===== src/mws_pkg.sv =====
// Shared types, constants and helper functions for the multichannel window smoother.
// Used by every module and by the checker; depends on nothing else.
`default_nettype none

package mws_pkg;

    localparam int MAX_SITES  = 4096;
    localparam int SITE_W     = $clog2(MAX_SITES);
    localparam int NSITE_W    = SITE_W + 1;
    localparam int MAX_TAPS   = 16;
    localparam int SLOT_W     = $clog2(MAX_TAPS);
    localparam int TAPS_W     = SLOT_W + 1;
    localparam int LEN_W      = 5;
    localparam int PASS_W     = 4;
    localparam int DATA_W     = 32;
    localparam int WGT_W      = 16;
    localparam int ACC_W      = 48;
    localparam int DEN_W      = WGT_W + 1;
    localparam int QUO_W      = 33;
    localparam int QCNT_W     = $clog2(QUO_W);
    localparam int CFG_IDX_W  = 2;
    localparam int CFG_DATA_W = 13;
    localparam int HIST_W     = 3 * DATA_W;
    localparam int ADDR_W     = SLOT_W + SITE_W;

    typedef enum logic [CFG_IDX_W-1:0] {
        CFG_NUM_SITES,
        CFG_WINDOW_LENGTH,
        CFG_TRIANGULAR,
        CFG_BINOMIAL_PASSES
    } cfg_index_t;

    typedef enum logic [2:0] {
        ST_BUILD,
        ST_IDLE,
        ST_ACC,
        ST_DIV,
        ST_HOLD
    } state_t;

    typedef struct packed {
        logic signed [DATA_W-1:0] pos_x;
        logic signed [DATA_W-1:0] pos_y;
        logic signed [DATA_W-1:0] pos_z;
    } pos_item_t;

    typedef struct packed {
        logic signed [DATA_W-1:0] smooth_x;
        logic signed [DATA_W-1:0] smooth_y;
        logic signed [DATA_W-1:0] smooth_z;
        logic [SITE_W-1:0]        site_number;
        logic                     frame_last;
    } res_item_t;

    // Weight sum of a triangular window: m*m for odd length, m*(m+1) for even
    function automatic logic [WGT_W-1:0] tri_sum(input logic [LEN_W-1:0] len);
        logic [3:0] m;
        logic [7:0] p;
        m = 4'(({1'b0, len} + 6'd1) >> 1);
        if (len[0])
            p = 8'(m * m);
        else
            p = 8'(m * (m + 4'd1));
        return WGT_W'(p);
    endfunction

endpackage

`default_nettype wire


===== src/mws_div.sv =====
// Rounding divider for one coordinate: |acc| / divisor rounded half away from zero,
// one quotient bit per cycle, saturated to Q16.16. Depends on mws_pkg.
`default_nettype none

module mws_div (
    input  wire logic                              clk,
    input  wire logic                              rst_n,
    input  wire logic                              start,
    input  wire logic signed [mws_pkg::ACC_W-1:0]  acc,
    input  wire logic [mws_pkg::WGT_W-1:0]         dvs,
    output logic                                   done,
    output logic signed [mws_pkg::DATA_W-1:0]      result
);

    logic                              busy_reg;
    logic                              done_reg;
    logic [mws_pkg::QCNT_W-1:0]        cnt_reg;
    logic [mws_pkg::DEN_W-1:0]         rem_reg;
    logic [mws_pkg::DEN_W-1:0]         rem_next;
    logic [mws_pkg::DEN_W-1:0]         den_reg;
    logic [mws_pkg::QUO_W-1:0]         low_reg;
    logic [mws_pkg::QUO_W-1:0]         quo_reg;
    logic [mws_pkg::QUO_W-1:0]         quo_next;
    logic                              neg_reg;
    logic signed [mws_pkg::DATA_W-1:0] result_reg;
    logic signed [mws_pkg::DATA_W-1:0] result_next;
    logic [mws_pkg::ACC_W-1:0]         mag;
    logic [mws_pkg::ACC_W-1:0]         num;
    logic [mws_pkg::DEN_W:0]           trial;
    logic                              ge;

    // Form 2*|acc| + d; the quotient by 2*d is the rounded result
    always_comb
    begin
        mag = acc[mws_pkg::ACC_W-1] ? mws_pkg::ACC_W'(-acc) : mws_pkg::ACC_W'(acc);
        num = {mag[mws_pkg::ACC_W-2:0], 1'b0} + mws_pkg::ACC_W'(dvs);
    end

    // One restoring step
    always_comb
    begin
        trial    = {rem_reg, low_reg[mws_pkg::QUO_W-1]};
        ge       = trial >= {1'b0, den_reg};
        rem_next = ge ? mws_pkg::DEN_W'(trial - {1'b0, den_reg}) : mws_pkg::DEN_W'(trial);
        quo_next = {quo_reg[mws_pkg::QUO_W-2:0], ge};
    end

    // Saturate the signed result
    always_comb
    begin
        if (neg_reg)
        begin
            if (quo_next > mws_pkg::QUO_W'(33'h080000000))
                result_next = {1'b1, {(mws_pkg::DATA_W-1){1'b0}}};
            else
                result_next = mws_pkg::DATA_W'(-quo_next);
        end
        else
        begin
            if (quo_next > mws_pkg::QUO_W'(33'h07FFFFFFF))
                result_next = {1'b0, {(mws_pkg::DATA_W-1){1'b1}}};
            else
                result_next = mws_pkg::DATA_W'(quo_next);
        end
    end

    // Control: load on start, then step until the last quotient bit
    always_ff @(posedge clk or negedge rst_n)
    begin
        if (!rst_n)
        begin
            busy_reg <= 1'b0;
            done_reg <= 1'b0;
            cnt_reg  <= '0;
        end
        else
        begin
            done_reg <= 1'b0;
            if (start)
            begin
                busy_reg <= 1'b1;
                cnt_reg  <= '0;
            end
            else if (busy_reg)
            begin
                if (cnt_reg == mws_pkg::QCNT_W'(mws_pkg::QUO_W - 1))
                begin
                    busy_reg <= 1'b0;
                    done_reg <= 1'b1;
                end
                cnt_reg <= cnt_reg + 1'b1;
            end
        end
    end

    // Datapath
    always_ff @(posedge clk)
    begin
        if (start)
        begin
            rem_reg <= mws_pkg::DEN_W'(num[mws_pkg::ACC_W-1:mws_pkg::QUO_W]);
            low_reg <= num[mws_pkg::QUO_W-1:0];
            den_reg <= {dvs, 1'b0};
            neg_reg <= acc[mws_pkg::ACC_W-1];
            quo_reg <= '0;
        end
        else if (busy_reg)
        begin
            rem_reg <= rem_next;
            low_reg <= {low_reg[mws_pkg::QUO_W-2:0], 1'b0};
            quo_reg <= quo_next;
            if (cnt_reg == mws_pkg::QCNT_W'(mws_pkg::QUO_W - 1))
                result_reg <= result_next;
        end
    end

    assign done   = done_reg;
    assign result = result_reg;

endmodule

`default_nettype wire


===== config.mk =====
export PLATFORM = sky130hd
export DESIGN_NAME = mws_div
export DESIGN_NICKNAME = d
export VERILOG_FILES = /design/src/mws_pkg.sv /design/src/mws_div.sv
export SDC_FILE = /design/constraint.sdc
export NUM_CORES = 1
export LEC_CHECK = 0
export BUFFER_PORTS_ARGS = -buffer_cell sky130_fd_sc_hd__buf_2
export CORE_ASPECT_RATIO = 0.8
export CORE_MARGIN = 5
export CORE_UTILIZATION = 45
export CTS_CLUSTER_SIZE = 8
export DETAILED_ROUTE_END_ITERATION = 10
export PLACE_DENSITY = 0.66
export SETUP_SLACK_MARGIN = 0.5
export SYNTH_ARGS = -nofsm -noshare
export SYNTH_HDL_FRONTEND = slang
export SYNTH_SLANG_ARGS = --single-unit

===== constraint.sdc =====
create_clock -name clk -period 4.7 [get_ports clk]
set_input_delay 0.235 -clock clk [delete_from_list [all_inputs] [get_ports clk]]
set_output_delay 0.235 -clock clk [all_outputs]
set_load 0.02 [all_outputs]

==> results of run 1 <==
[logic make-up (layout without fill, tap and decap cells)]
| kind of cell | after synthesis | count (layout) |
|---|---|---|
| compound gates | 240 | 240 |
| xor+xnor | 95 | 95 |
| fa+ha+maj | 38 | 38 |
| buf+inv | 108 | 204 |
| flops | 139 | 139 |
| mux | 69 | 69 |
| simple gates | 360 | 360 |
[through the flow]
stage / worst slack [ns] / total power, W / cells
floorplan: 0.504 / 0.00300 / 1049
global placement: 0.361 / 0.00340 / 1375
detailed placement: 0.0985 / 0.00342 / 1375
CTS: 0.511 / 0.00477 / 1409
global route: 0.476 / 0.00517 / 1420
finish: 0.631 / 0.00487 / 1420
[cell usage after synthesis, types with 22 or more instances]
| library cell | number |
|---|---|
| o21ai_0 | 45 |
| mux2i_1 | 39 |
| clkbuf_1 | 43 |
| xnor2_1 | 63 |
| xor2_1 | 32 |
| edfxtp_1 | 97 |
| nand3_1 | 22 |
| nand2_1 | 67 |
| mux2_2 | 30 |
| dfxtp_1 | 34 |
| nor2_1 | 108 |
| ha_1 | 36 |
| a21oi_1 | 41 |
| inv_1 | 45 |
| nand4_1 | 24 |
[final cells by class]
cell class | count | area (µm²) | area share [%]
Multi-Input combinational cell | 802 | 5820 | 50.9
Clock inverter | 13 | 109 | 0.953
Sequential cell | 139 | 3790 | 33.2
Clock buffer | 19 | 454 | 3.98
Inverter | 46 | 173 | 1.51
Timing Repair Buffer | 126 | 728 | 6.38
Tap cell | 275 | 344 | 3.01
[worst max-delay path, stage by stage, from the launching register on]
cell      delay [ns]
edfxtp_1        0.41
ha_1            0.32
nor2b_1         0.15
o31ai_1         0.30
a211oi_2        0.11
o21a_1          0.23
nor2_4          0.14
ha_4            0.16
nor3b_4         0.23
nand3_2         0.15
or4_4           0.48
o31ai_4         0.23
nor2b_4         0.25
nand2_4         0.13
o311ai_0        0.51
[repair_timing]
item | 4_1_cts | 5_1_grt
endpoints found under the hold margin | 9 | 1
setup endpoints to repair | 28 | 30
gates resized for setup | 18 | 14
hold buffers | 2 | 1
buffers inserted | 0 | 10
pin swaps | 0 | 4
[worst paths after layout]
check                                 start           to  slack, ns  cells past startpoint
worst max-delay path             rem_reg[1]   result[26]       0.63                     14
worst min-delay path                 dvs[4]   den_reg[5]       0.01                      1
worst max register to register   rem_reg[1]   result[26]       0.63                     14
worst min register to register  rem_reg[15]  rem_reg[15]       0.51                      2
max in group asynchronous             rst_n     busy_reg       4.34                      2
min in group asynchronous             rst_n   cnt_reg[5]       0.18                      2
[layer usage]
metal  vias up  global-route usage, %  part of all wire [%]  wire length [µm]
met3        22                   3.04                   5.5              1400
met1      4026                   31.0                    50             12700
met2       256                   30.4                    44             11200
met5         -                      0                     0                 0
li1       4080                      -                     -                 -
met4         0                   4.55                  0.91               231
[power groups by stage]
stage	clock network (W)	logic [W]	registers, W
3_3_place_gp	0	0.00175	0.00165
3_5_place_dp	0	0.00177	0.00165
4_1_cts	0.00131	0.00183	0.00164
5_1_grt	0.00136	0.00215	0.00165
2_1_floorplan	0	0.00139	0.00162
6_report	0.00129	0.00194	0.00164
[cell usage in the layout, fill, tap and decap left out, drive strengths merged, types with 6 or more instances in the layout]
cell      n
or4      11
o21a     11
or3      21
nor2    108
nor3     22
mux2i    39
buf     123
dfxtp    34
clkinv   10
mux2     30
xor2     32
dfrtp     8
o21bai    7
o41ai    19
or2      13
xnor2    63
inv      49
nor4     16
o311ai   20
a31oi     8
nand4b    6
a211oi   17
a21oi    41
a21o      9
nand2    68
and2      7
o31ai    20
o21ai    46
nand4    24
clkbuf   19
ha       36
nand3    23
nor2b     9
edfxtp   97
nand2b   15
==> out/results.txt, run 1 <==
GPL Wtd Cong = 0.829
DRT Wirelength = 25500 µm
Max Slew Vio Count = 0
Primary FF master, synth = edfxtp_1
Net Sw Power = 0.00174 W
Synth Warn # = 0
GRT overflow = 0
Status = finished clean
First-pass GRT wire length = 41500 µm
Startpoint types = flop
Clock tree buffer depth = 2
Post-synthesis sequential area ratio = 38.2%
Comb power frac = 39.9%
Cell accounting for the most synthesized area = edfxtp_1
Avg Cell Area, Syn = 9.46 µm²
Seq pwr share = 33.7%
CTS buffer count = 17
WHS = 0.0127 ns
CP Capture Type = flop
Pin count of the biggest net entering global routing = 63
Post-Syn Instances = 1049
Clock slew at reported path FFs = 0.07 ns
Max-slew headroom = 27.1%
Post-synthesis xor/xnor area fraction = 8.38%
DP HPWL = 17900 µm
Chip height = 143 µm
Rows = 48
DR vias = 8384
Fillers = 1958
Post-synthesis compound-gate area fraction = 17.5%
CTS root buf = clkbuf_16
Core Region = 21600 µm²
Mux cell area share after synthesis = 7.33%
Synth Register Bits = 139
Hold crit path type = primary input to flop
Final core area utilization = 52.8%
CTS Sinks = 139
Peak supply drop = 0.268 mV
Initial DRC count = 656
Largest family of logic cells by synthesized area = simple AND/OR/NAND/NOR gates
CP max FO = 12
Post-route clock period utilization = 86.6%
DRC viols = 0
Routed length per instance = 18.0 µm
Final min period = 4.07 ns
Cell area after synthesis = 9930 µm²
Post-route cell area = 11400 µm²
Synthesized net count = 1154
Area after DPL = 10600 µm²
Pint = 0.00313 W
Max frequency = 246 MHz
Worst-Skew Late Latency = 0.44 ns
Synth Area in Adders = 4.94%
I/O Buffers = 99
Share of post-route cells with drive strength above 1 = 20.5%
Leakage = 4.58 nW
Initial core utilization = 45.9%
CTS tree = built
IO Count = 100
Chip width = 176 µm
Final hold vios = 0
Clock skew = 0.0144 ns
WP data required = 4.86 ns
Max reg flops = 33
Simple-Gate Fraction of Synth Area = 19.4%
Detail-routed via count per cell = 5.90
Critical path class = flop to flop
Number of distinct library cells after synthesis = 80
Final Setup Violations = 0
Synth top area share = 29.3%
Area contributors post-synth = edfxtp_1, dfxtp_1, xnor2_1
GRT Resource Usage Total = 20.3%
PwrDens = 426 nW/µm²
Max_cap viols = 0
Die area = 25200 µm²
RSZ-0062 raised after global routing = no
Antenna violations before repair = 0
Worst slew pin tran = 1.09 ns
Asr flop ratio synth = 5.76%
Sw frac = 35.7%
P&R area growth vs syn = 15.0%
# H-tree levels = 4
Vias in the first global route = 7720
First-pass iteration count of the detailed router = 5
Routed Antenna Nets = 0
N_diodes = 0
Post-synth EDFFs = 97
Worst EP arrival = 4.23 ns
Setup TNS = 0 ns
Final net count = 1237
Clk pwr share = 26.5%
(Power assumes the default switching activity.)
==> inputs of run 2 (changes only) <==
CORE_ASPECT_RATIO = 0.75   (was 0.8)
GPL_TIMING_DRIVEN = 0   (was default)
==> out/results.txt, run 2 (synthesis results as in run 1) <==
Status = finished clean
CTS root buf = clkbuf_16
M1 GR Usage = 33.1% (+2.1 points)
I/O Buffers = 94 (-5.1%)
Fillers = 1976 (+0.92%)
Commonest non-fill, non-tap cell in the layout = nor2_1
Detail-routed via count per cell = 5.90 (about the same)
Crit-path max cell delay = 0.44 ns (-0.07 ns)
First-pass GRT wire length = 44900 µm (+8.3%)
Antenna violations before repair = 1 (+1)
Worst slew pin tran = 0.819 ns (-0.275 ns)
Crit-path slowest cell = edfxtp_1
Leakage = 4.76 nW (+3.8%)
CP Capture Type = flop
Post-route clock period utilization = 88.7% (+2.1 points)
WHS = 0.0393 ns (+0.0266 ns)
Worst EP arrival = 4.40 ns (+0.17 ns)
Met2 usage = 31.5% (+1.1 points)
CTS tree = built
Worst-Skew Late Latency = 0.42 ns (-0.02 ns)
CP dominant cell by count = or3_4
P&R area growth vs syn = 20.9%
Rows = 47 (-2.1%)
Hold crit path type = primary input to flop
Routed length per instance = 18.9 µm (+5.1%)
Core Region = 21900 µm² (+1.2%)
Pin count of the biggest net entering global routing = 42 (-33%)
PwrDens = 434 nW/µm² (+1.8%)
GRT overflow = 0 (unchanged)
Die area = 25200 µm² (about the same)
DRC viols = 0 (unchanged)
R2r endpoint = result[16]
Max Slew Vio Count = 0 (unchanged)
Vias in the first global route = 8317 (+7.7%)
CP max FO = 4 (-8)
DR vias = 8801 (+5.0%)
GPL Wtd Cong = 0.922 (+11%)
Crit-path cells = inv_2, ha_4, nor2b_2, o31ai_2, a211oi_2, o21a_1, nor2_4, buf_8, ha_4, nor3b_4, nand3_2, buf_6, or3_4, or3_4, or3_4, o41ai_4, nand2_1, o311ai_2
Final net count = 1288 (+4.1%)
Routed Antenna Nets = 0 (unchanged)
Final min period = 4.17 ns (+0.0982 ns)
Clock skew = 0.0128 ns (-0.00162 ns)
Area after DPL = 10800 µm² (+1.5%)
CTS buffer count = 17 (unchanged)
Hold Path Stages = 1 (unchanged)
Peak supply drop = 0.258 mV (-3.8%)
Hold worst-path end = den_reg[4]
Worst Hold Launch = dvs[3]
Met3 usage = 5.24% (+2.2 points)
WP data required = 4.93 ns (+0.07 ns)
CTS Sinks = 139 (unchanged)
Clock slew at reported path FFs = 0.06 ns (about the same)
DP HPWL = 20700 µm (+16%)
Most frequent cells in the layout = nor2_1, buf_2, edfxtp_1
Chip width = 182 µm (+3.1%)
Initial DRC count = 723 (+10%)
Max reg flops = 33 (unchanged)
Setup TNS = 0 ns (unchanged)
Initial core utilization = 45.4% (-0.54 points)
Chip height = 139 µm (-3.0%)
R2R Setup Slk = 0.53 ns (-0.10 ns)
FF-to-FF Start = den_reg[2]
Multi-input logic area = 6070 µm² (+4.3%)
Clock tree buffer depth = 2 (unchanged)
Max-slew headroom = 44.9% (+18 points)
Post-route cell area = 12000 µm² (+5.1%)
Total power = 0.00520 W (+7.0%)
Max frequency = 240 MHz (-2.4%)
Final core area utilization = 54.9% (+2.0 points)
IO Count = 100 (unchanged)
RSZ-0062 raised after global routing = yes
Final hold vios = 0 (unchanged)
Startpoint types = flop
Storage cell area = 3790 µm² (about the same)
DRT Wirelength = 28200 µm (+10%)
Final Setup Violations = 0 (unchanged)
# H-tree levels = 4 (unchanged)
Share of post-route cells with drive strength above 1 = 22.7% (+2.1 points)
Busiest metal layer after global routing = met1
R2R cell count = 18 (+4)
First-pass iteration count of the detailed router = 6 (+1)
GRT Resource Usage Total = 21.9% (+1.6 points)
Max_cap viols = 0 (unchanged)
Critical path class = flop to flop
[run 2: cell count changes in the layout (fill, tap and decap cells not counted), moves of 4 or more]
cell      delta
clkbuf_1    +35
buf_6        +4
clkbuf_4     +6
o21ai_0      -4
clkinv_4     -7
buf_1       +11
o311ai_2     +9
buf_4        -7
o21ai_1      +4
o311ai_0     -8
[run 2: where the power goes]
part,total (W),internal (W),leakage [nW],switching [W]
sequential,0.00163,0.00155,1.34,0.0000864
clock,0.00135,0.000844,0.285,0.000506
combinational,0.00222,0.00101,3.13,0.00121
[run 2: per-stage QoR]
stage,cells,setup slack [ns]
6_report,1491,0.533
5_1_grt,1491,0.401
4_1_cts,1480,0.512
3_5_place_dp,1438,-1.16
3_3_place_gp,1437,-1.16
2_1_floorplan,1049,0.504
[run 2: cell type report]
type | instances | area share [%]
antenna | 1 | 0.0209
buffer | 62 | 2.78
clock buffer | 23 | 3.82
clock inverter | 9 | 1.02
inverter | 46 | 1.44
multi-input combinational | 802 | 50.6
sequential | 139 | 31.6
tap | 294 | 3.07
timing repair buffer | 115 | 5.65
[run 2: per-layer routing]
layer  vias to the layer above  share of wire (%)
met1                      4239                 48
met4                         0                1.8
met3                        41                8.0
met2                       335                 43
met5                         -                  0
li1                       4186                  -
[run 2: critical path: cells and delay by family (launching register included)]
family | cells | cell delay (ns)
simple gates | 8 | 1.90
flops | 1 | 0.44
fa+ha+maj | 2 | 0.33
buf+inv | 3 | 0.39
compound gates | 5 | 0.91
[run 2: how the worst max path moves through the flow]
stage	from	to	slack, ns	cells after the start
global route	den_reg[2]	result[16]	0.40	18
global placement	acc[47]	rem_reg[14]	-1.16	18
detailed placement	acc[47]	rem_reg[14]	-1.16	18
finish	den_reg[2]	result[16]	0.53	18
CTS	acc[47]	rem_reg[11]	0.51	18
floorplan	rem_reg[6]	result[20]	0.50	18
[run 2: repair_timing]
item | in CTS | in global routing
gates resized for setup | 69 | 49
endpoints found under the setup margin | 72 | 60
hold buffers | 2 | 0
setup buffers | 8 | 10
endpoints found under the hold margin | 9 | 0
pin swaps | 4 | 15
==> inputs of run 3 (changes only) <==
CAP_MARGIN = 10   (was default)
PLACE_DENSITY = 0.65   (was 0.66)
clock period = 4.6 ns   (was 4.7 ns; I/O delays follow)
==> out/results.txt, run 3 (synthesis results as in run 1) <==
I/O Buffers = 94 (unchanged)
Clock tree buffer depth = 2 (unchanged)
Core Region = 21900 µm² (unchanged)
GRT Resource Usage Total = 22.1% (+0.22 points)
Final net count = 1295 (+0.54%)
CTS Sinks = 139 (unchanged)
DRT Wirelength = 28900 µm (+2.7%)
Detail-routed via count per cell = 5.99 (+1.5%)
Post-route clock period utilization = 89.4% (+0.71 points)
P&R area growth vs syn = 23.6%
Most frequent cells in the layout = nor2_1, buf_2, edfxtp_1
Total power = 0.00542 W (+4.2%)
Initial core utilization = 45.4% (unchanged)
Dpl ws = -0.996 ns (+0.165 ns)
M1 GR Usage = 34.2% (+1.1 points)
CTS buffer count = 17 (unchanged)
Max-slew headroom = 32.0% (-13 points)
WP data required = 4.84 ns (-0.09 ns)
GPL Wtd Cong = 0.912 (-1.0%)
Chip height = 139 µm (unchanged)
First-pass iteration count of the detailed router = 5 (-1)
Area after DPL = 10800 µm² (+0.32%)
Leakage = 4.86 nW (+2.2%)
Clock skew = 0.0132 ns (+0.000361 ns)
Initial DRC count = 849 (+17%)
Die area = 25200 µm² (unchanged)
DP HPWL = 20800 µm (+0.48%)
CP max FO = 5 (+1)
Final Setup Violations = 0 (unchanged)
Met3 usage = 4.01% (-1.2 points)
Max reg flops = 33 (unchanged)
Worst-Skew Late Latency = 0.43 ns (about the same)
Antenna violations before repair = 1 (unchanged)
# H-tree levels = 4 (unchanged)
Post-route cell area = 12300 µm² (+2.2%)
Vias in the first global route = 8367 (+0.60%)
Chip width = 182 µm (unchanged)
GRT overflow = 0 (unchanged)
DRC viols = 0 (unchanged)
First-pass GRT wire length = 45300 µm (+0.75%)
CP Capture Type = flop
Routed Antenna Nets = 0 (unchanged)
CTS tree = built
WHS = 0.0131 ns (-0.0262 ns)
Peak supply drop = 0.249 mV (-3.4%)
Worst EP arrival = 4.35 ns (-0.05 ns)
Commonest non-fill, non-tap cell in the layout = nor2_1
Worst slew pin tran = 1.01 ns (+0.191 ns)
Busiest metal layer after global routing = met1
Met2 usage = 32.0% (+0.45 points)
Max_cap viols = 0 (unchanged)
Setup TNS = 0 ns (unchanged)
Routed length per instance = 19.3 µm (+2.2%)
Pin count of the biggest net entering global routing = 42 (unchanged)
Startpoint types = flop
IO Count = 100 (unchanged)
Share of post-route cells with drive strength above 1 = 24.4% (+1.7 points)
Delay-heaviest family, CP = simple AND/OR/NAND/NOR gates
Crit-path cells = inv_2, ha_4, a211o_1, nor2_1, a211oi_1, o21a_1, nor2_4, buf_8, ha_4, nor3b_4, nand3_2, or4_4, o31ai_4, nor2b_4, buf_6, nand2_4, buf_8, o311ai_2
Max frequency = 243 MHz (+1.4%)
Crit-path max cell delay = 0.58 ns (+0.14 ns)
Final worst-path setup slack = 0.489 ns (-0.0440 ns)
Max Slew Vio Count = 0 (unchanged)
RSZ-0062 raised after global routing = yes
Hold crit path type = primary input to flop
Final min period = 4.11 ns (-0.0560 ns)
Buf+Inv Stages, Crit Path = 4 (+1)
Critical path class = flop to flop
CTS root buf = clkbuf_16
Crit-path slowest cell = or4_4
Status = finished clean
PwrDens = 442 nW/µm² (+1.9%)
Final hold vios = 0 (unchanged)
Clock slew at reported path FFs = 0.06 ns (about the same)
DR vias = 8974 (+2.0%)
Rows = 47 (unchanged)
[run 3: cell types whose count changed in the layout (fill, tap and decap cells not counted), moves of 4 or more]
| cell | change |
|---|---|
| o311ai_2 | -5 |
| buf_6 | +4 |
| clkbuf_1 | -5 |
| ha_1 | -5 |
| o311ai_4 | +6 |
[run 3: what timing repair did]
action | CTS | global route
cloned | 1 | 2
hold buffers | 2 | 0
setup endpoints to repair | 71 | 60
pin swaps | 7 | 21
gates resized for setup | 77 | 64
hold endpoints to repair | 9 | 0
setup buffers | 12 | 9
[run 3: where the power goes]
group          switching (W)  internal [W]
combinational        0.00127       0.00106
clock               0.000575      0.000843
sequential         0.0000933       0.00158
[run 3: worst paths after layout]
kind / startpoint / to / slack [ns] / depth (start not counted)
max in group asynchronous: rst_n / busy_reg / 4.25 / 2
worst max register to register: den_reg[7] / result[21] / 0.49 / 18
worst min register to register: rem_reg[15] / rem_reg[15] / 0.53 / 2
worst min-delay path: dvs[1] / den_reg[2] / 0.01 / 1
worst max-delay path: den_reg[7] / result[21] / 0.49 / 18
min in group asynchronous: rst_n / cnt_reg[4] / 0.17 / 2
[run 3: final cells by class]
class	count	area, µm²
clock buffer	21	503
antenna	1	2.50
buffer	62	355
clock inverter	11	103
timing repair buffer	120	763
multi-input combinational	804	6210
inverter	46	173
sequential	139	3790
fill	1964	9610
tap	294	368
[run 3: metrics by stage]
stage          instances  util (%)
6_report            1498      56.1
5_1_grt             1498      56.1
4_1_cts             1486      54.3
3_3_place_gp        1437      49.3
3_5_place_dp        1439      49.5
2_1_floorplan       1049         -
[run 3: metal layers]
layer	share of wire, %	routed length (µm)	vias up
li1	-	-	4218
met1	49	14100	4342
met2	42	12200	374
met3	7.3	2120	40
met4	1.7	487	0
met5	0	0	-
